**src/rtl/ffha_pkg.sv**
```systemverilog
`timescale 1ns / 1ps
// Shared types and codes for the first-fit heap allocator.
package ffha_pkg;

  localparam int CFG_AW = 3;
  localparam int CFG_DW = 32;
  localparam logic CFG_IDX_HEAP = 1'b0;

  typedef enum logic [2:0] {
    ST_OK      = 3'd0,
    ST_NOFIT   = 3'd1,
    ST_FULL    = 3'd2,
    ST_UNKNOWN = 3'd3,
    ST_ZERO    = 3'd4
  } status_t;

  typedef enum logic [3:0] {
    CO_HOLD,
    CO_INIT,
    CO_START,
    CO_STEP,
    CO_TAKE,
    CO_SPLIT,
    CO_MARK,
    CO_MERGE_NXT,
    CO_MERGE_PRV
  } cell_op_t;

  typedef struct packed {
    cell_op_t op;
    logic     is_free;
  } cell_cmd_t;

  typedef struct packed {
    logic hit;
    logic exact;
    logic live;
    logic nfree;
    logic pfree;
  } cell_stat_t;

  typedef enum logic [2:0] {
    FS_IDLE,
    FS_SCAN,
    FS_NXT,
    FS_PRV,
    FS_RESP
  } fsm_state_t;

endpackage

```
**src/rtl/ffha_cfg.sv**
```systemverilog
`timescale 1ns / 1ps
// APB register block holding the heap size.
module ffha_cfg #(
  parameter int            AW       = 16,
  parameter int            SW       = 17,
  parameter logic [SW-1:0] HEAP_RST = '0
) (
  input  logic                          clk,
  input  logic                          rst_n,
  input  logic                          psel,
  input  logic                          penable,
  input  logic                          pwrite,
  input  logic [ffha_pkg::CFG_AW-1:0]   paddr,
  input  logic [ffha_pkg::CFG_DW-1:0]   pwdata,
  output logic [ffha_pkg::CFG_DW-1:0]   prdata,
  output logic                          pready,
  output logic                          init,
  output logic [SW-1:0]                 heap_nxt
);

  localparam logic [SW-1:0] LIMIT = SW'(1) << AW;

  logic [SW-1:0]    heap_r;
  logic [SW+16:0]   wr_wide;
  logic [SW-1:0]    wr_val;
  logic [SW+31:0]   rd_wide;

  assign pready  = 1'b1;
  assign init    = psel & penable & pwrite & (paddr[2] == ffha_pkg::CFG_IDX_HEAP);
  assign wr_wide = {{SW{1'b0}}, pwdata[16:0]};

  always_comb begin
    wr_val = wr_wide[SW-1:0];
    if (wr_val == '0) begin
      wr_val = SW'(1);
    end else if (wr_val > LIMIT) begin
      wr_val = LIMIT;
    end
  end

  assign heap_nxt = init ? wr_val : heap_r;

  always_ff @(posedge clk) begin
    if (!rst_n) begin
      heap_r <= HEAP_RST;
    end else begin
      heap_r <= heap_nxt;
    end
  end

  assign rd_wide = {32'b0, heap_r};
  assign prdata  = (paddr[2] == ffha_pkg::CFG_IDX_HEAP) ? rd_wide[31:0] : '0;

endmodule

```
**config.mk**
```make
export PLATFORM = sky130hd
export DESIGN_NAME = ffha_cfg
export DESIGN_NICKNAME = d
export VERILOG_FILES = /design/src/rtl/ffha_pkg.sv /design/src/rtl/ffha_cfg.sv
export SDC_FILE = /design/constraint.sdc
export NUM_CORES = 1
export LEC_CHECK = 0
export CORE_ASPECT_RATIO = 2
export CORE_MARGIN = 2
export CORE_UTILIZATION = 45
export DETAILED_ROUTE_END_ITERATION = 12
export DONT_BUFFER_PORTS = 1
export GPL_TIMING_DRIVEN = 0
export HOLD_SLACK_MARGIN = 0.1
export SYNTH_ARGS = -nofsm -noshare
export SYNTH_HDL_FRONTEND = slang
export SYNTH_SLANG_ARGS = --single-unit
```
**constraint.sdc**
```tcl
create_clock -name clk -period 2.1 [get_ports clk]
set_clock_uncertainty 0.2 [all_clocks]
set_input_delay 0.42 -clock clk [delete_from_list [all_inputs] [get_ports clk]]
set_output_delay 0.42 -clock clk [all_outputs]
set_load 0.05 [all_outputs]
```
After elaboration in Yosys (flattened, before gate mapping)
Cells that the tools add are included.
{"block": "word_totals", "reg_bits": 17, "inputBits": 40, "wordCells": 11}
{"block": "op_classes", "magnitude_cmp": 1, "n_mux": 4, "bitwise": 4, "n_reduce_logical": 1}
{"cell": "$mux 17", "n": 4}
{"cell": "$gt 17x17->1 const B", "n": 1}
{"cell": "$logic_not 17->1", "n": 1}
{"cell": "$and 1x1->1", "n": 3}
{"cell": "$not 1->1", "n": 1}

Depth between registers and ports, before layout
Gate-level depths: netlist (run 1).
{"block": "depth", "depth_word": 4, "mapped_depth": 5}

Worst setup path after synthesis (run 1)
No wires, ideal clock.
{"block": "synth_path", "kind": "input port to output port", "start": "input port pwdata[10] in the netlist's numbering", "end": "output port heap_nxt[10]", "arrival_ns": 1.873, "t_required_ns": 1.480, "path_slack_ns": -0.393, "stages": 4, "n_path_buf": 1, "path_cell_list": "nor4_1 nand4_1 clkbuf_1 a21oi_1"}
{"block": "synth_via", "elab_chain_len": 4, "word_cells_on_any_way": 5}
{"element": "start, declared", "line_no": "ffha_cfg.sv:14", "rtl": "input logic [ffha_pkg::CFG_DW-1:0] pwdata,"}
{"element": "$gt 17x17->1", "line_no": "ffha_cfg.sv:36", "rtl": "end else if (wr_val > LIMIT) begin"}
{"element": "$mux 17", "line_no": "ffha_cfg.sv:36"}
{"element": "$mux 17 *", "line_no": "ffha_cfg.sv:34", "rtl": "if (wr_val == '0) begin"}
{"element": "$mux 17 *", "line_no": "ffha_cfg.sv:41", "rtl": "assign heap_nxt = init ? wr_val : heap_r;"}
{"element": "end, declared", "line_no": "ffha_cfg.sv:18", "rtl": "output logic [SW-1:0] heap_nxt"}
Mark *: on every way between the ends. The rest lies on a longest branch, timed or not.

Worst setup path in the final report (run 1)
{"block": "layout_path", "start": "input port pwdata[0] in the netlist's numbering", "end": "output port heap_nxt[7]"}
Same word-level chain as after synthesis.

==> impl_metrics.tcl, run 1 <==
set metrics [dict create \
    slew_viol_final 0 \
    antenna_found_initial 0 \
    worst_r2r_startpoint "heap_r[14]" \
    worst_setup_path_start_kind "input pin" \
    synth_top_area_frac 0.285 \
    met2_usage 0.390 \
    critPathMaxStageDelay_ns 0.34 \
    fp.coreArea_um2 2540 \
    synth-simple-area-share 0.161 \
    synthAdderAreaFrac 0 \
    yosys_warnings 0 \
    clkTransAtPathRegs_ns 0.07 \
    r2r_slack_ns 1.02 \
    p_per_area_nw_per_um2 485 \
    whs_ns 0.152 \
    status "finished, violations left" \
    syn_to_final_growth_pct 38.9 \
    place.gp.congestion 0.701 \
    wl_per_cell_um 17.7 \
    die_w_um 40.5 \
    hold_depth 2 \
    fillers 245 \
    ir_drop_mv 0.414 \
    htree_levels 1 \
    clock-sinks 17 \
    layout.nets 188 \
    ys_types 19 \
    hold_start "pwdata[16]" \
    fin_crit_ns 2.19 \
    critical_path_class "input pin to output pin" \
    syn_inst 125 \
    drc 0 \
    cts_tree "done" \
    slew_headroom 0.531 \
    synth_area_leaders "dfxtp_1, a211oi_2, mux2i_1" \
    crit_chain "nor4_2 > nand4_1 > buf_6 > clkbuf_16 > a21oi_4" \
    multi_input_area_um2 955 \
    cp.arrival_ns 1.57 \
    numCtsBuffers 3 \
    met1_usage 0.231 \
    failed_checks "negative setup slack" \
    io_buffer_count 0 \
    die_height_um 76.9 \
    cts_hold_buf 0 \
    dieArea_um2 3110 \
    power_uw 806 \
    vias 949 \
    avgViaCountPerCell 5.42 \
    grt_pass1_vias 994 \
    synth_top_family_by_area "compound AO/OA/AOI/OAI gates" \
    rr_endpoint "heap_r[14]" \
    maxCapViolCount 0 \
    finalWorstSetupSlack_ns -0.0852 \
    clk_latency_ns 0.25 \
    syn_area_um2 1200 \
    fin_setup_tns_ns -1.20 \
    layout.cells.non_filler 175 \
    worstHoldPathType "input pin to flip-flop" \
    hold_viol 0 \
    diodes 0 \
    yosysTopAreaCell "dfxtp_1" \
    finalSetupViolCount 16 \
    synth_mux_area_frac 0.142 \
    p_leak_nw 0.739 \
    grt.met3_usage 0.0318 \
    max_slew.worst_pin.slew_ns 0.703 \
    drive_above_1_share 0.565 \
    final_util 0.655 \
    wirelength_mm 3.10 \
    clk_path_buf_depth 2 \
    grt_max_degree 11 \
    top_register "heap_r" \
    pin_count 91 \
    drt_first_iter_violations 6 \
    grt_pass1_wl_mm 4.79 \
    fp-row-count 26 \
    worstPathRequired_ns 1.48 \
    largest_registers "heap_r (17)" \
    clockRootBuffer "clkbuf_8" \
    worst_r2r_path_depth 2 \
    grt-ovfl-total 0 \
    ys_seq_elements 17 \
    seqCellArea_um2 340 \
    placed_cells 167 \
    synth-xor-area-share 0 \
    floorplan.initialDensity 0.471 \
    grt-busiest-layer "met2" \
    dp_hpwl_mm 2.34 \
    max_freq_mhz 458 \
    syn_avg_cell_area_um2 9.57 \
    synth_compound_area_frac 0.230 \
    largest_reg_flops 17 \
    fin_crit_sh 1.04 \
    seq_area_frac_synth 0.285 \
    grt_use_total 0.217 \
    path_max_fanout 5 \
    drt_first_pass_iters 3 \
    ant_nets 0 \
    rsz0062_at_grt "yes" \
    hold_end "heap_r[16]" \
    endpoint_kind "output pin" \
    cp_slowest_cell "a21oi_4" \
]
## metrics by stage
stage	worst slack, ns	cell area [um2]
after detailed placement	-0.403	1420
after CTS	-0.0456	1620
after global placement	-0.430	1420
after floorplan	-0.134	1390
after global routing	-0.128	1660
final	-0.0852	1660
## layer usage
| metal | up-vias | part of all wire |
|---|---|---|
| li1 | 452 | - |
| met3 | 4 | 0.069 |
| met5 | - | 0 |
| met1 | 452 | 0.34 |
| met2 | 41 | 0.58 |
| met4 | 0 | 0.010 |
## placed cells by master (no fill, tap or decap), types with 2 or more instances in the layout
master,count
buf_4,18
mux2i_1,17
dfxtp_1,17
a21oi_4,16
conb_1,16
a211oi_2,14
nor2b_2,10
and2b_2,7
clkbuf_1,3
inv_1,3
nor4_4,3
buf_2,3
clkbuf_8,3
buf_12,2
nor2_1,2
buf_8,2
a211oi_1,2
## logic make-up (layout without fill, tap and decap cells)
logic type	Yosys count	count (layout)
and+or+nand+nor	26	26
AOI/OAI and AO/OA	33	33
other	2	16
muxes	17	17
buffers and inverters	30	38
DFF	17	17
## report_power, final
part / internal [mW] / total, mW / leakage [nW] / switching, mW
sequential: 0.329 / 0.333 / 0.138 / 0.00319
clock: 0.135 / 0.243 / 0.0228 / 0.109
combinational: 0.0587 / 0.230 / 0.579 / 0.172
## critical path: cells and delay by family
kind                   cells  cell delay (ns)
AO/OA/AOI/OAI              1             0.34
buffers and inverters      2             0.34
AND/OR/NAND/NOR            2             0.46
## layout make-up
class / instances / area share
multi-input combinational: 92 / 0.575
clock buffer: 4 / 0.0271
inverter: 4 / 0.00904
tap: 28 / 0.0211
timing repair buffer: 4 / 0.0248
buffer: 26 / 0.139
sequential: 17 / 0.205
## how the worst max path moves through the flow
stage | cells after the start | from | to | slack [ns]
CTS | 5 | pwdata[15] | heap_nxt[7] | -0.05
detailed placement | 4 | pwdata[10] | heap_nxt[0] | -0.40
floorplan | 4 | pwdata[10] | heap_nxt[0] | -0.13
global route | 5 | pwdata[9] | heap_nxt[15] | -0.13
global placement | 4 | pwdata[10] | heap_nxt[0] | -0.43
finish | 5 | pwdata[0] | heap_nxt[7] | -0.09
## cell usage after synthesis (all sizes together)
cell type,count
nor4,4
buf,22
and2b,7
a21oi,17
conb,2
mux2i,17
nor2b,10
dfxtp,17
nand4,1
nand4b,1
nand2b,1
a211oi,16
nor2,2
clkinv,1
inv,3
clkbuf,4
## repair_timing
item                                    4_1_cts  5_1_grt
pin swaps                                     5        4
gates resized for setup                      18       13
buffers inserted                              3        0
gates cloned                                  1        0
endpoints found under the setup margin       16       25
(Power assumes the default switching activity.)
==> run 2, diff against run 1 <==
--- a/config.mk
+++ b/config.mk
@@ -12,6 +12,7 @@
 export DONT_BUFFER_PORTS = 1
 export GPL_TIMING_DRIVEN = 0
 export HOLD_SLACK_MARGIN = 0.1
+export RECOVER_POWER = 100
 export SYNTH_ARGS = -nofsm -noshare
 export SYNTH_HDL_FRONTEND = slang
 export SYNTH_SLANG_ARGS = --single-unit
==> impl_metrics.tcl, run 2 (synthesized netlist as in run 1, its figures left out) <==
set metrics [dict create \
    worstPathRequired_ns 1.48 \
    fillers 247 \
    whs_ns 0.152 \
    syn_to_final_growth_pct 38.1 \
    hold_start "pwdata[16]" \
    critical_path_class "input pin to output pin" \
    drt_first_iter_violations 5 \
    fp-row-count 26 \
    cts_tree "done" \
    finalSetupViolCount 16 \
    clk_path_buf_depth 2 \
    worst_r2r_startpoint "heap_r[14]" \
    slew_headroom 0.532 \
    top_register "heap_r" \
    failed_checks "negative setup slack" \
    diodes 0 \
    hold_end "heap_r[16]" \
    floorplan.initialDensity 0.471 \
    hold_depth 2 \
    finalWorstSetupSlack_ns -0.0763 \
    largest_reg_flops 17 \
    dp_hpwl_mm 2.34 \
    drc 0 \
    htree_levels 1 \
    grt_pass1_wl_mm 4.79 \
    p_comb_frac 0.286 \
    io_buffer_count 0 \
    maxCapViolCount 0 \
    hold_viol 0 \
    worst_setup_path_start_kind "input pin" \
    r2r_slack_ns 1.01 \
    fp.coreArea_um2 2540 \
    drt_first_pass_iters 3 \
    vias 949 \
    p_leak_nw 0.737 \
    fin_crit_ns 2.18 \
    grt_max_degree 11 \
    slew_viol_final 0 \
    worstHoldPathType "input pin to flip-flop" \
    p_int_uw 522 \
    worst_r2r_path_depth 2 \
    antenna_found_initial 0 \
    place.gp.congestion 0.701 \
    mostFrequentLayoutCell "buf_4" \
    rr_endpoint "heap_r[14]" \
    cp.arrival_ns 1.56 \
    max_slew.worst_pin.slew_ns 0.702 \
    cts_hold_buf 0 \
    layout.nets 188 \
    mostFrequentLayoutCells "buf_4, mux2i_1, dfxtp_1, a21oi_4, conb_1" \
    largest_registers "heap_r (17)" \
    clock-sinks 17 \
    die_height_um 76.9 \
    fin_setup_tns_ns -1.04 \
    wl_per_cell_um 17.8 \
    avgViaCountPerCell 5.42 \
    fin_crit_sh 1.04 \
    clockRootBuffer "clkbuf_8" \
    clkTransAtPathRegs_ns 0.07 \
    path_max_fanout 5 \
    p_clk_frac 0.301 \
    endpoint_kind "output pin" \
    p_seq_frac 0.413 \
    ant_nets 0 \
    max_freq_mhz 459 \
    grt_use_total 0.217 \
    grt-ovfl-total 0 \
    p_per_area_nw_per_um2 487 \
    wirelength_mm 3.12 \
    grt.met3_usage 0.0318 \
    grt_pass1_vias 994 \
    switchingPower_uw 282 \
    status "finished, violations left" \
    grt-busiest-layer "met2" \
    swShare 0.351 \
    dieArea_um2 3110 \
    numCtsBuffers 3 \
    met1_usage 0.231 \
    drive_above_1_share 0.551 \
    met2_usage 0.390 \
    startpoint "pwdata[0]" \
    ir_drop_mv 0.403 \
    clk_latency_ns 0.25 \
    pin_count 91 \
    die_w_um 40.5 \
    rsz0062_at_grt "yes" \
]
## run 2: cell count changes in the layout (fill, tap and decap cells not counted)
cell	change
a211oi_2	-2
a211oi_1	+2
## run 2: worst max-delay path by stage
stage	end	slack, ns	cells past startpoint
after floorplan	heap_nxt[0]	-0.13	4
after global placement	heap_nxt[0]	-0.43	4
after detailed placement	heap_nxt[0]	-0.40	4
after CTS	heap_nxt[7]	-0.05	5
after global routing	heap_nxt[15]	-0.13	5
final	heap_nxt[7]	-0.08	5
## run 2: critical path, stage by stage
cell and delay, ns:
nor4_2 0.28, nand4_1 0.18, buf_6 0.17, clkbuf_16 0.16, a21oi_4 0.34
## run 2: layer usage
metal | vias up | part of all wire
li1 | 453 | -
met1 | 451 | 0.34
met2 | 41 | 0.58
met3 | 4 | 0.069
met4 | 0 | 0.010
met5 | - | 0
## run 2: timing repair
action | 4_1_cts | 5_1_grt
gates resized for setup | 18 | 13
setup endpoints to repair | 16 | 25
hold endpoints to repair | 0 | 0
cloned | 1 | 0
pin swaps | 5 | 4
setup buffers | 3 | 0
## run 2: metrics by stage
step | cell area, um2 | cells | power, mW | util | setup WS, ns
after floorplan | 1390 | 139 | 0.548 | - | -0.134
after global placement | 1420 | 167 | 0.558 | 0.561 | -0.430
after detailed placement | 1420 | 167 | 0.559 | 0.561 | -0.403
after CTS | 1620 | 175 | 0.805 | 0.638 | -0.0456
after global routing | 1650 | 175 | 0.836 | 0.651 | -0.128
final | 1650 | 175 | 0.805 | 0.651 | -0.0763
## run 2: power by group through the flow
stage / Sequential, mW / Combinational [mW] / Clock [mW]
floorplan: 0.339 / 0.209 / 0
global placement: 0.339 / 0.219 / 0
detailed placement: 0.340 / 0.220 / 0
CTS: 0.332 / 0.226 / 0.247
global route: 0.333 / 0.240 / 0.263
finish: 0.333 / 0.230 / 0.242
## run 2: final cells by class
cell class              instances  area, um2  share of cell area
multi-input cells              92        945               0.572
well taps                      28       35.0              0.0212
clock buffers                   4       45.0              0.0273
flip-flops and latches         17        340               0.206
inverters                       4       15.0             0.00909
plain buffers                  26        230               0.139
repair buffers                  4       41.3              0.0250
==> run 3, diff against run 2 <==
==> constraint.sdc (replaced) <==
create_clock -name clk -period 2.1 [get_ports clk]
set_clock_uncertainty 0.2 [all_clocks]
set_input_delay 0.42 -clock clk [delete_from_list [all_inputs] [get_ports clk]]
set_output_delay 0.42 -clock clk [all_outputs]
set_load 0.005 [all_outputs]
==> impl_metrics.tcl, run 3 (synthesized netlist as in run 1, its figures left out) <==
set metrics [dict create \
    status "complete, no violations" \
    fp.coreArea_um2 2540 \
    r2r_slack_ns 1.15 \
    floorplan.initialDensity 0.471 \
    fin_crit_ns 2.01 \
    htree_levels 1 \
    grt-ovfl-total 0 \
    slew_headroom 0.629 \
    cts_hold_buf 0 \
    pin_count 91 \
    largest_reg_flops 17 \
    worstPathRequired_ns 1.48 \
    max_freq_mhz 497 \
    worstHoldPathType "input pin to flip-flop" \
    die_w_um 40.5 \
    design_area_um2 1280 \
    mostFrequentLayoutCells "mux2i_1, dfxtp_1, a21oi_1, buf_4, conb_1" \
    grt_pass1_wl_mm 4.55 \
    antenna_found_initial 0 \
    hold_end "heap_r[16]" \
    clock-sinks 17 \
    diodes 0 \
    place.gp.congestion 0.795 \
    drc 0 \
    syn_to_final_growth_pct 6.90 \
    clk_latency_ns 0.25 \
    dp_hpwl_mm 2.35 \
    max_slew.worst_pin.slew_ns 0.556 \
    wirelength_mm 3.06 \
    hold_depth 2 \
    ant_nets 0 \
    clkTransAtPathRegs_ns 0.07 \
    path_max_fanout 10 \
    swShare 0.241 \
    grt_use_total 0.206 \
    largest_registers "heap_r (17)" \
    switchingPower_uw 161 \
    worst_r2r_path_depth 2 \
    drt_first_pass_iters 4 \
    p_leak_nw 0.656 \
    dieArea_um2 3110 \
    rr_endpoint "heap_r[15]" \
    p_clk_frac 0.368 \
    rsz0062_at_grt "no" \
    fp-row-count 26 \
    endpoint_kind "output pin" \
    worst_r2r_startpoint "heap_r[15]" \
    cp.arrival_ns 1.39 \
    startpoint "paddr[2]" \
    cts_tree "done" \
    top_register "heap_r" \
    numCtsBuffers 3 \
    grt_max_degree 11 \
    finalSetupViolCount 0 \
    hold_start "pwdata[16]" \
    fillers 277 \
    hold_viol 0 \
    p_per_area_nw_per_um2 524 \
    drive_above_1_share 0.271 \
    drt_first_iter_violations 20 \
    worst_setup_path_start_kind "input pin" \
    clockRootBuffer "clkbuf_8" \
    io_buffer_count 0 \
    p_seq_frac 0.497 \
    fin_setup_tns_ns 0 \
    fin_crit_sh 0.958 \
    p_comb_frac 0.136 \
    avgViaCountPerCell 5.31 \
    maxCapViolCount 0 \
    clk_path_buf_depth 2 \
    ir_drop_mv 0.306 \
    layout.nets 185 \
    power_uw 669 \
    vias 914 \
    wl_per_cell_um 17.8 \
    p_int_uw 508 \
    grt_pass1_vias 951 \
    die_height_um 76.9 \
    dpl_cell_area_um2 1280 \
    critical_path_class "input pin to output pin" \
    slew_viol_final 0 \
]
## run 3: cell types whose count changed in the layout (fill, tap and decap cells not counted), sizes merged
| cell | previous run | this run |
|---|---|---|
| buf | 26 | 22 |
| clkbuf | 8 | 9 |
## run 3: power by group through the flow
stage          Clock (mW)  Combinational (mW)  Sequential [mW]
2_1_floorplan           0              0.0842            0.339
3_3_place_gp            0              0.0949            0.339
3_5_place_dp            0              0.0960            0.340
4_1_cts             0.250              0.0964            0.332
5_1_grt             0.268               0.100            0.333
6_report            0.246              0.0908            0.333
## run 3: worst max path at each step
stage                   end  slack (ns)  cells after the start
2_1_floorplan  heap_nxt[10]        0.23                      4
3_3_place_gp    heap_nxt[7]       -0.10                      4
5_1_grt         heap_nxt[9]      0.0009                      5
6_report        heap_nxt[9]        0.09                      5
3_5_place_dp    heap_nxt[7]       -0.12                      4
4_1_cts         heap_nxt[7]        0.02                      4
## run 3: routing by layer
metal | vias to the layer above | part of all wire | global-route usage
met5 | - | 0 | 0
met4 | 0 | 0.012 | 0.0600
met3 | 4 | 0.054 | 0.0347
met2 | 37 | 0.57 | 0.381
met1 | 426 | 0.36 | 0.209
li1 | 447 | - | -
## run 3: stage by stage
stage	cells	util	worst slack, ns	hold slack [ns]
after floorplan	139	-	0.231	0.277
after global placement	167	0.506	-0.103	0.301
after detailed placement	167	0.506	-0.117	0.330
after CTS	172	0.530	0.0221	0.161
after global routing	172	0.504	0.000922	0.182
final	172	0.504	0.0883	0.150
## run 3: timing repair
| item | CTS | global route |
|---|---|---|
| buffers inserted | 1 | 0 |
| gates resized for setup | 2 | 3 |
| setup endpoints to repair | 16 | 11 |
| pin swaps | 1 | 0 |
## run 3: area by class of cell
cell class,count,area [um2],share of cell area
plain buffers,26,180,0.141
clock buffers,4,45.0,0.0352
inverters,4,15.0,0.0117
multi-input cells,92,659,0.516
flip-flops and latches,17,340,0.266
well taps,28,35.0,0.0274
repair buffers,1,3.75,0.00294
## run 3: worst max-delay path, cell delays in order
cell      delay (ns)
nand4b_4        0.12
buf_12          0.15
buf_2           0.29
mux2i_1         0.31
a21oi_1         0.09
