===== config.mk =====
export PLATFORM = sky130hd
export DESIGN_NAME = ffha_cell
export DESIGN_NICKNAME = d
export VERILOG_FILES = /design/src/rtl/ffha_pkg.sv /design/src/rtl/ffha_cell.sv
export SDC_FILE = /design/constraint.sdc
export NUM_CORES = 1
export LEC_CHECK = 0
export ABC_AREA = 1
export BUFFER_PORTS_ARGS = -buffer_cell sky130_fd_sc_hd__buf_2
export CAP_MARGIN = 10
export CORE_UTILIZATION = 30
export CTS_CLUSTER_SIZE = 25
export DETAILED_ROUTE_END_ITERATION = 16
export MAX_ROUTING_LAYER = met4
export PLACE_DENSITY = 0.6
export SYNTH_ARGS = -nofsm -noshare
export SYNTH_HDL_FRONTEND = slang
export SYNTH_SLANG_ARGS = --single-unit

===== constraint.sdc =====
create_clock -name clk -period 2.4 [get_ports clk]
set_input_delay 0.48 -clock clk [delete_from_list [all_inputs] [get_ports clk]]
set_output_delay 0.48 -clock clk [all_outputs]
set_load 0.01 [all_outputs]

===== src/rtl/ffha_pkg.sv =====
`timescale 1ns / 1ps
// Shared types and codes for the first-fit heap allocator.
package ffha_pkg;

  localparam int CFG_AW = 3;
  localparam int CFG_DW = 32;
  localparam logic CFG_IDX_HEAP = 1'b0;

  typedef enum logic [2:0] {
    ST_OK      = 3'd0,
    ST_NOFIT   = 3'd1,
    ST_FULL    = 3'd2,
    ST_UNKNOWN = 3'd3,
    ST_ZERO    = 3'd4
  } status_t;

  typedef enum logic [3:0] {
    CO_HOLD,
    CO_INIT,
    CO_START,
    CO_STEP,
    CO_TAKE,
    CO_SPLIT,
    CO_MARK,
    CO_MERGE_NXT,
    CO_MERGE_PRV
  } cell_op_t;

  typedef struct packed {
    cell_op_t op;
    logic     is_free;
  } cell_cmd_t;

  typedef struct packed {
    logic hit;
    logic exact;
    logic live;
    logic nfree;
    logic pfree;
  } cell_stat_t;

  typedef enum logic [2:0] {
    FS_IDLE,
    FS_SCAN,
    FS_NXT,
    FS_PRV,
    FS_RESP
  } fsm_state_t;

endpackage


===== src/rtl/ffha_cell.sv =====
`timescale 1ns / 1ps
// One segment table cell: holds a segment and trades it with its neighbours.
module ffha_cell #(
  parameter int              AW       = 16,
  parameter int              SW       = 17,
  parameter int              IDX      = 0,
  parameter logic [SW-1:0]   HEAP_RST = '0
) (
  input  logic                clk,
  input  logic                rst_n,
  input  ffha_pkg::cell_cmd_t cmd,
  input  logic [SW-1:0]       req,
  input  logic [AW-1:0]       addr,
  input  logic [SW-1:0]       heap,
  input  logic                l_vld,
  input  logic [AW-1:0]       l_start,
  input  logic [SW-1:0]       l_size,
  input  logic                l_free,
  input  logic                l_tok,
  input  logic                r_vld,
  input  logic [AW-1:0]       r_start,
  input  logic [SW-1:0]       r_size,
  input  logic                r_free,
  input  logic                r_tok,
  output logic                vld,
  output logic [AW-1:0]       start,
  output logic [SW-1:0]       size,
  output logic                free,
  output logic                tok,
  output ffha_pkg::cell_stat_t stat
);

  logic          vld_r, vld_nxt;
  logic [AW-1:0] start_r, start_nxt;
  logic [SW-1:0] size_r, size_nxt;
  logic          free_r, free_nxt;
  logic          tok_r, tok_nxt;
  logic          seen_r, seen_nxt;

  always_comb begin
    vld_nxt   = vld_r;
    start_nxt = start_r;
    size_nxt  = size_r;
    free_nxt  = free_r;
    tok_nxt   = tok_r;
    seen_nxt  = seen_r;
    case (cmd.op)
      ffha_pkg::CO_INIT: begin
        vld_nxt   = (IDX == 0);
        start_nxt = '0;
        size_nxt  = heap;
        free_nxt  = 1'b1;
        tok_nxt   = 1'b0;
        seen_nxt  = 1'b1;
      end
      ffha_pkg::CO_START: begin
        tok_nxt  = (IDX == 0);
        seen_nxt = (IDX == 0);
      end
      ffha_pkg::CO_STEP: begin
        tok_nxt  = l_tok;
        seen_nxt = seen_r | l_tok;
      end
      ffha_pkg::CO_TAKE: begin
        if (tok_r) begin
          free_nxt = 1'b0;
        end
      end
      ffha_pkg::CO_SPLIT: begin
        if (tok_r) begin
          size_nxt = req;
          free_nxt = 1'b0;
        end else if (!seen_r) begin
          if (l_tok) begin
            vld_nxt   = 1'b1;
            start_nxt = l_start + req[AW-1:0];
            size_nxt  = l_size - req;
            free_nxt  = 1'b1;
          end else begin
            vld_nxt   = l_vld;
            start_nxt = l_start;
            size_nxt  = l_size;
            free_nxt  = l_free;
          end
        end
      end
      ffha_pkg::CO_MARK: begin
        if (tok_r) begin
          free_nxt = 1'b1;
        end
      end
      ffha_pkg::CO_MERGE_NXT: begin
        if (tok_r) begin
          size_nxt = size_r + r_size;
        end else if (!seen_r) begin
          vld_nxt   = r_vld;
          start_nxt = r_start;
          size_nxt  = r_size;
          free_nxt  = r_free;
        end
      end
      ffha_pkg::CO_MERGE_PRV: begin
        if (r_tok) begin
          size_nxt = size_r + r_size;
        end else if (tok_r || !seen_r) begin
          vld_nxt   = r_vld;
          start_nxt = r_start;
          size_nxt  = r_size;
          free_nxt  = r_free;
        end
      end
      default: begin
      end
    endcase
  end

  always_ff @(posedge clk) begin
    if (!rst_n) begin
      vld_r   <= (IDX == 0);
      start_r <= '0;
      size_r  <= HEAP_RST;
      free_r  <= 1'b1;
      tok_r   <= 1'b0;
      seen_r  <= 1'b1;
    end else begin
      vld_r   <= vld_nxt;
      start_r <= start_nxt;
      size_r  <= size_nxt;
      free_r  <= free_nxt;
      tok_r   <= tok_nxt;
      seen_r  <= seen_nxt;
    end
  end

  assign vld   = vld_r;
  assign start = start_r;
  assign size  = size_r;
  assign free  = free_r;
  assign tok   = tok_r;

  assign stat.hit   = tok_r & vld_r & (cmd.is_free ? (start_r == addr)
                                                   : (free_r && size_r >= req));
  assign stat.exact = tok_r & (size_r == req);
  assign stat.live  = tok_r & vld_r;
  assign stat.nfree = tok_r & r_vld & r_free;
  assign stat.pfree = r_tok & free_r;

endmodule


; ---- Word-level counts from Yosys, hierarchy flattened
; Index checks and enable logic that the tools add are counted.
; Widths: inputs -> output; s select.
[word_totals]
memories = 0
wordCells = 86
input_bits = 129
mem_bits_rw = 0
latch_bits = 0
ff_bits = 37
romBits = 0
out_inout_bits = 41
[op_classes]
div = 0
n_bitwise = 7
addsub = 3
mul = 0
n_lt_le_gt_ge = 1
n_shift = 0
eq_ne = 21
mux = 37
n_reduce_logical = 11
[op_table]
columns = cell, count
row1 = $mux 17, 7
row2 = $mux 16, 7
row3 = $pmux 17 s4, 1
row4 = $pmux 16 s4, 1
row5 = $add 17x17->17, 1
row6 = $eq 17x17->1, 1
row7 = $ge 17x17->1, 1
row8 = $mux 1, 17
row9 = $sub 17x17->17, 1
row10 = $add 16x16->16, 1
row11 = $eq 16x16->1, 1
row12 = $eq 4x3->1 const B, 4
row13 = $ne 2x2->1 const B, 8
row14 = $ne 3x3->1 const B, 3
row15 = $eq 4x2->1 const B, 2
row16 = $reduce_and 8->1, 1
row17 = $reduce_and 7->1, 1
row18 = $and 1x1->1, 6
row19 = $pmux 1 s6, 1
row20 = $reduce_bool 6->1, 1
row21 = $eq 4x1->1 const B, 1
row22 = $eq 4x4->1 const B, 1
row23 = $pmux 1 s4, 1
row24 = $reduce_and 4->1, 1
row25 = other kinds (10), 10

; ---- Longest topological paths before layout
; Gate-level depths: netlist (run 1).
[logic_depth]
word_depth = 5
depth_mapped = 17
mapped_depth_nobuf = 17

; ---- Worst setup path after synthesis (run 1)
; No wires, ideal clock.
[synth_timing]
path_kind = input -> output
startpoint = input port req[8]
endpoint = output port stat[4] (netlist name)
cell_stages = 10
n_path_buf = 0
setup_slack_ns = 0.238
required_time_ns = 1.920
arrival_ns = 1.682
cell_sequence = inv_1 ha_1 nand2_1 nor2_1 inv_1 nor3_1 nand3b_1 nand4_1 a21oi_1 nor3_1
[synth_lines]
columns = item, line_no
row1 = "start, declared", ffha_cell.sv:12  ; input logic [SW-1:0] req,
row2 = "end, declared", ffha_cell.sv:30  ; output ffha_pkg::cell_stat_t stat

==> results of run 1 <==
registers in the layout, indices dropped and copies added (netlist names):
register / count
seen_r: 1
free: 1
start: 16
tok: 1
vld: 1
size: 17
worst max-delay path, stage by stage:
cell and delay (ns):
sky130_fd_sc_hd__buf_2 0.12, sky130_fd_sc_hd__inv_2 0.08, sky130_fd_sc_hd__ha_4 0.22, sky130_fd_sc_hd__nand2_1 0.06, sky130_fd_sc_hd__inv_1 0.04, sky130_fd_sc_hd__o21ai_0 0.19, sky130_fd_sc_hd__nand2_1 0.11, sky130_fd_sc_hd__a21oi_2 0.13
sky130_fd_sc_hd__nand4_1 0.25, sky130_fd_sc_hd__a21oi_2 0.23, sky130_fd_sc_hd__nor3_2 0.05, sky130_fd_sc_hd__buf_2 0.14
layout by cell type, fill, tap and decap left out, drive strengths merged, types with 2 or more instances in the layout:
| cell type | count |
|---|---|
| nand2 | 322 |
| buf | 236 |
| a21oi | 132 |
| inv | 128 |
| nor2 | 97 |
| nand3 | 73 |
| ha | 64 |
| o21ai | 61 |
| dfxtp | 37 |
| xnor2 | 18 |
| nor3 | 12 |
| xor2 | 9 |
| o211ai | 7 |
| a21o | 7 |
| nand4 | 6 |
| nand3b | 6 |
| or2 | 5 |
| clkbuf | 5 |
| o21bai | 4 |
| nor4 | 4 |
| o22ai | 3 |
| fa | 3 |
| o2111ai | 2 |
| nor3b | 2 |
| clkinv | 2 |
through the flow:
stage          instance area [µm²]  power [mW]
3_5_place_dp                  7390        1.94
5_1_grt                       7770        2.98
3_3_place_gp                  7390        1.93
2_1_floorplan                 5880        1.48
6_report                      7770        2.77
4_1_cts                       7590        2.73
kinds of logic after synthesis:
kind of cell | count (synthesis) | synth area share
and+or+nand+nor | 529 | 0.376
AOI/OAI and AO/OA | 223 | 0.204
buffers and inverters | 157 | 0.108
adders and majority gates | 67 | 0.146
DFF | 37 | 0.126
xor gates and xnor gates | 27 | 0.0402
worst max path at each step:
| stage | start | to | slack [ns] |
|---|---|---|---|
| global placement | req[16] | stat[4] | -0.11 |
| detailed placement | req[8] | stat[4] | -0.19 |
| global route | req[10] | stat[4] | -0.33 |
| floorplan | req[8] | stat[4] | 0.24 |
| CTS | size[12]$_SDFFE_PN0P_ | stat[4] | -0.12 |
| finish | req[10] | stat[4] | -0.19 |
Yosys cell counts, types with 5 or more instances:
cell type,n,area [µm²]
sky130_fd_sc_hd__inv_1,123,462
sky130_fd_sc_hd__o211ai_1,7,52.6
sky130_fd_sc_hd__or2_2,5,31.3
sky130_fd_sc_hd__xnor2_1,18,158
sky130_fd_sc_hd__ha_1,64,801
sky130_fd_sc_hd__a21o_1,7,52.6
sky130_fd_sc_hd__a21oi_1,131,656
sky130_fd_sc_hd__nor2_1,93,349
sky130_fd_sc_hd__nand3_1,72,360
sky130_fd_sc_hd__nor3_1,12,60.1
sky130_fd_sc_hd__o21ai_0,60,300
sky130_fd_sc_hd__dfxtp_1,37,741
sky130_fd_sc_hd__buf_2,7,35.0
sky130_fd_sc_hd__nand3b_1,6,45.0
sky130_fd_sc_hd__clkbuf_1,12,45.0
sky130_fd_sc_hd__nand2_1,318,1190
sky130_fd_sc_hd__xor2_1,9,78.8
sky130_fd_sc_hd__nand4_1,6,37.5
power by group:
group | switching, mW | leakage [nW] | internal [mW] | total, mW
Combinational | 0.775 | 3.78 | 0.539 | 1.31
Sequential | 0.0334 | 0.306 | 0.643 | 0.677
Clock | 0.285 | 0.0800 | 0.492 | 0.777
final cells by class:
class,instances,area [µm²],share of cell area
inverter,129,487,0.0626
tap,260,325,0.0418
clock buffer,5,125,0.0161
clock inverter,3,46.3,0.00595
sequential,37,758,0.0975
timing repair buffer,236,1350,0.173
multi-input combinational,846,4680,0.602
antenna,1,2.50,0.000322
timing repair:
| action | CTS | global route |
|---|---|---|
| endpoints found under the hold margin | 0 | 0 |
| setup buffers | 0 | 2 |
| pin swaps | 2 | 12 |
| endpoints found under the setup margin | 2 | 2 |
| gates resized for setup | 9 | 36 |
| hold buffers | 0 | 0 |
metal layers:
metal / track usage / vias up / part of all wire
li1: - / 3849 / -
met1: 0.291 / 3260 / 0.49
met2: 0.344 / 202 / 0.44
met3: 0.0262 / 22 / 0.051
met4: 0.0509 / 0 / 0.016
met5: - / - / 0
==> implementation parameters, run 1 <==
Parameter                              Value

Die
  # rows ... 50
  Floorplan Core Area ... 0.0190 mm²
  Die area ... ~0.020 mm²
  Chip height ... ~140 µm
  Number of primary I/O pins ... 170
  Die width ... 142 µm
  Initial core utilization ... 0.310

Drt
  Initial DRC Count ... approximately 420
  Total Routed Length ... approximately 21000 µm
  Mean routed wirelength per cell ... between 10 and 15 µm
  Via density per instance ... approximately 4.8
  Detailed-route DRC error count ... 0
  Number of vias after detailed routing ... around 7300
  First-pass detailed-route iteration total ... 5
  Remaining number of nets flagged by the antenna check after routing ... 0

Global route
  Number of antenna violations at the first check in global routing ... 1
  Number of global-route vias before repair ... just under 7000
  Global route overflow ... 0
  Global-route wire length before repair ... 33400 µm
  Overall global routing resource usage ... 0.217
  Largest net degree at the start of global routing ... 38

Finish
  Post-layout util ... 0.410
  Number of nets in the final layout ... about 1500
  P&R area growth vs syn ... 32.2%
  Layout Cells excl Fill ... ~1500
  Fill cell total of the finished layout ... about 2100
  Fraction of layout instances using a drive strength above 1 ... 0.240

STA
  Final setup TNS ... -0.188 ns
  Part of the cycle the worst path needs ... 1.08
  Count of pins over their slew limit ... 0
  Max_slew headroom ... 0.621
  Total count of hold-check failures in the final report ... 0
  RSZ-0062 raised after global routing ... yes
  Max Clock Skew ... around 0.010 ns
  Fin worst setup slack ... -0.188 ns
  Worst hold slack across all endpoints ... between 0.4 and 0.5 ns
  Slew at the pin closest to its max-slew limit ... 0.555 ns
  Number of failing setup endpoints in the final timing report ... 1
  Tmin final ... 2.59 ns
  Fmax achieved ... 386 MHz

Critical path
  Source of the worst register-to-register timing path ... size[0]$_SDFFE_PN0P_
  Max FO, Critical Path ... 3
  Crit Reg-Reg Endpoint ... size[14]$_SDFFE_PN0P_
  Type of element launching the critical path ... primary input
  Kind of critical path ... primary input to primary output
  Reg2reg path depth ... 15
  Critical path capture point type ... primary output
  Required time of the critical path ... roughly 1.9 ns
  Arrival time at the worst endpoint ... 2.11 ns
  Register-to-register setup slack ... around 0.26 ns

Synth
  Post-synth EDFFs ... 0
  Count of yosys warnings during synthesis ... 0
  Post-synth design cell area ... between 0.005 and 0.006 mm²
  Syn Nets ... about 1200
  Count of cell types in the netlist ... 45
  Share of synthesized area occupied by flip-flops and latches ... 0.126
  Cell count after synthesis ... between 1000 and 1500
  Number of register bits inferred by synthesis ... 37
  Share of synthesized flip-flops with an asynchronous set or reset ... 0
  Synthesized area per cell ... between 5 and 6 µm²
  Dominant register cell in the synthesized netlist ... sky130_fd_sc_hd__dfxtp_1

Run
  Number of max-capacitance violations reported ... 0

Pwr
  PwrDens ... around 360 mW/mm²
  Max VDD drop ... approximately 0.24 mV
  Leakage power summed over all cells ... approximately 4.2 nW

Clocking
  Num Clock Sinks ... 37
  Clock-pin slew on the worst setup and hold paths ... around 0.06 ns
  Library cell used as clock root buffer ... sky130_fd_sc_hd__clkbuf_16
  Clock H-tree levels ... 2
  Longest Clk Path Bufs ... 2
  Clock network latency to the later pin of the worst-skew pair ... around 0.3 ns
  Number of buffers inserted during clock tree synthesis ... 5
  Clock tree from TritonCTS ... yes

Outcome
  Outcome ... finished, violations left
  Violations in the final reports ... negative setup slack

Placement
  Setup Slack @ Placement ... -0.187 ns
  Placed cell count ... about 1500
  Port Buffer Count ... roughly 170
  Post-detailed-placement half-perimeter wirelength ... between 15000 and 20000 µm
  Global placer's final weighted congestion ... 0.905

Hold path
  Hold Crit Start ... rst_n
  Instance count along the most critical hold path ... 2
  Worst min-delay path class ... primary input to register
  WHS Endpoint ... free$_SDFFE_PN1P_
(Power assumes the default switching activity.)
==> run 2, diff against run 1 <==
--- a/config.mk
+++ b/config.mk
@@ -11,7 +11,6 @@
 export CORE_UTILIZATION = 30
 export CTS_CLUSTER_SIZE = 25
 export DETAILED_ROUTE_END_ITERATION = 16
-export MAX_ROUTING_LAYER = met4
 export PLACE_DENSITY = 0.6
 export SYNTH_ARGS = -nofsm -noshare
 export SYNTH_HDL_FRONTEND = slang
==> run 2 against run 1 <==
Compared with the run above: the flow still finishes with violations (negative setup slack); die area did not move; register-to-register slack about the same; critical path type is now register to primary output; sequential cell count unchanged; combinational power about the same; global-route usage fell by 0.60 points.
==> implementation parameters, run 2 (synthesis gave the netlist of run 1 again) <==
Parameter                              Value

Outcome
  Outcome ... finished, violations left
  Violations in the final reports ... negative setup slack

Die
  Die area ... a little over 0.02 mm²
  Floorplan Core Area ... around 0.019 mm²
  Chip height ... between 100 and 150 µm
  # rows ... 50
  Die width ... roughly 140 µm
  Initial core utilization ... 0.310
  Number of primary I/O pins ... between 150 and 200

Clocking
  Clock network latency to the later pin of the worst-skew pair ... just under 0.3 ns
  Hold bufs inserted after CTS ... 0
  Num Clock Sinks ... 37
  Clock-pin slew on the worst setup and hold paths ... ~0.06 ns
  Clock tree from TritonCTS ... yes
  Number of buffers inserted during clock tree synthesis ... 5
  Clock H-tree levels ... 2
  Library cell used as clock root buffer ... sky130_fd_sc_hd__clkbuf_16
  Longest Clk Path Bufs ... 2

Pwr
  Portion of total power attributed to combinational logic ... 0.475
  Relative contribution of sequential cells to total power ... 0.245
  Internal power consumption ... between 1.5 and 2 mW
  Share of total power consumed by net switching ... 0.396
  Max VDD drop ... about 0.22 mV
  Net Switching ... about 1.1 mW
  Leakage power summed over all cells ... around 4.2 nW
  PwrDens ... roughly 360 mW/mm²
  Part of the power in the clock network ... 0.280

STA
  Total count of hold-check failures in the final report ... 0
  Max Clock Skew ... ~0.0062 ns
  Part of the cycle the worst path needs ... 1.04
  Tmin final ... between 2 and 2.5 ns
  Count of pins over their slew limit ... 0
  Final setup TNS ... -0.0962 ns
  Slew at the pin closest to its max-slew limit ... 0.600 ns
  Fin worst setup slack ... -0.0962 ns
  Number of failing setup endpoints in the final timing report ... 1
  Fmax achieved ... ~400 MHz
  Max_slew headroom ... 0.599
  RSZ-0062 raised after global routing ... yes

Run
  Number of max-capacitance violations reported ... 0

Finish
  Most frequent cells in the layout ... sky130_fd_sc_hd__nand2_1, sky130_fd_sc_hd__buf_2, sky130_fd_sc_hd__a21oi_1
  Number of nets in the final layout ... 1451
  Leading cell type in the layout, fill and taps excluded ... sky130_fd_sc_hd__nand2_1
  Number of flip-flops under the largest register name ... 17
  P&R area growth vs syn ... 32.3%
  Layout Cells excl Fill ... between 1500 and 2000
  Fraction of layout instances using a drive strength above 1 ... 0.237

Drt
  Mean routed wirelength per cell ... approximately 14 µm
  Remaining number of nets flagged by the antenna check after routing ... 0
  First-pass detailed-route iteration total ... 5
  Via density per instance ... just under 5
  Initial DRC Count ... 428
  Number of vias after detailed routing ... 7412
  Total Routed Length ... 21400 µm
  Detailed-route DRC error count ... 0

Hold path
  Instance count along the most critical hold path ... 2
  Worst min-delay path class ... primary input to register

Placement
  Port Buffer Count ... about 170
  Post-detailed-placement half-perimeter wirelength ... ~18000 µm
  Setup Slack @ Placement ... -0.125 ns
  Placed cell count ... approximately 1500
  Global placer's final weighted congestion ... 0.891

Global route
  Number of antenna violations at the first check in global routing ... 2
  Largest net degree at the start of global routing ... 38
  Overall global routing resource usage ... 0.211
  Global-route wire length before repair ... roughly 33000 µm
  Global route overflow ... 0
  Number of global-route vias before repair ... 6639

Critical path
  Max FO, Critical Path ... 2
  Type of element launching the critical path ... register
  Critical path capture point type ... primary output
  Reg2reg path depth ... 15
  Arrival time at the worst endpoint ... around 2.0 ns
  Kind of critical path ... register to primary output
  Required time of the critical path ... 1.92 ns
==> run 2: changes by cell type in the layout (fill, tap and decap cells not counted), sizes merged <==
cell,delta
diode,+1
==> run 2: power groups by stage <==
stage                     clock network, mW  logic, mW  registers, mW
after CTS                             0.788       1.28          0.673
after global placement                    0       1.25          0.686
final                                 0.776       1.31          0.677
after detailed placement                  0       1.25          0.686
after floorplan                           0      0.787          0.692
after global routing                  0.816       1.48          0.678
==> run 2: timing repair <==
action                     CTS  global route
resized for setup           20            24
setup buffers                1             1
pin swaps                    5             9
setup endpoints to repair    2             2
==> run 2: worst paths after layout <==
path / startpoint / end / slack (ns)
hold / removal: rst_n / free$_SDFFE_PN1P_ / 0.42
setup / recovery: size[8]$_SDFFE_PN0P_ / stat[4] / -0.1
hold reg to reg: seen_r$_SDFFE_PN1P_ / seen_r$_SDFFE_PN1P_ / 0.48
setup reg to reg: size[0]$_SDFFE_PN0P_ / size[14]$_SDFFE_PN0P_ / 0.26
==> run 2: worst max-delay path, cell delays in order (launching register included) <==
cell,delay [ns]
sky130_fd_sc_hd__dfxtp_1,0.41
sky130_fd_sc_hd__ha_1,0.28
sky130_fd_sc_hd__nand2_2,0.10
sky130_fd_sc_hd__nor2_1,0.06
sky130_fd_sc_hd__nor3b_2,0.16
sky130_fd_sc_hd__nand2_1,0.06
sky130_fd_sc_hd__nand2_1,0.06
sky130_fd_sc_hd__nand4_1,0.21
sky130_fd_sc_hd__a21oi_2,0.19
sky130_fd_sc_hd__nor3_2,0.05
sky130_fd_sc_hd__buf_2,0.14
==> run 2: area by class of cell <==
| cell class | instances | area, µm² |
|---|---|---|
| multi-input cells | 846 | 4690 |
| inverters | 129 | 487 |
| repair buffers | 236 | 1350 |
| clock inverters | 3 | 46.3 |
| flip-flops and latches | 37 | 756 |
| clock buffers | 5 | 125 |
| fillers | 2113 | 11200 |
| well taps | 260 | 325 |
| diodes | 2 | 5.00 |
==> run 2: layer usage <==
layer  GRT usage  share of wire  vias up
met5           0              0        -
met4      0.0407         0.0090        0
met3      0.0246          0.056       13
met1       0.294           0.48     3321
met2       0.346           0.45      221
li1            -              -     3857
==> run 2: stage by stage <==
| step | cell area, µm² | hold slack [ns] | power (mW) | util |
|---|---|---|---|---|
| after floorplan | 5880 | 0.437 | 1.48 | - |
| after global placement | 7390 | 0.463 | 1.93 | 0.390 |
| after detailed placement | 7390 | 0.467 | 1.94 | 0.390 |
| after CTS | 7660 | 0.409 | 2.74 | 0.404 |
| after global routing | 7780 | 0.413 | 2.98 | 0.410 |
| final | 7780 | 0.417 | 2.77 | 0.411 |
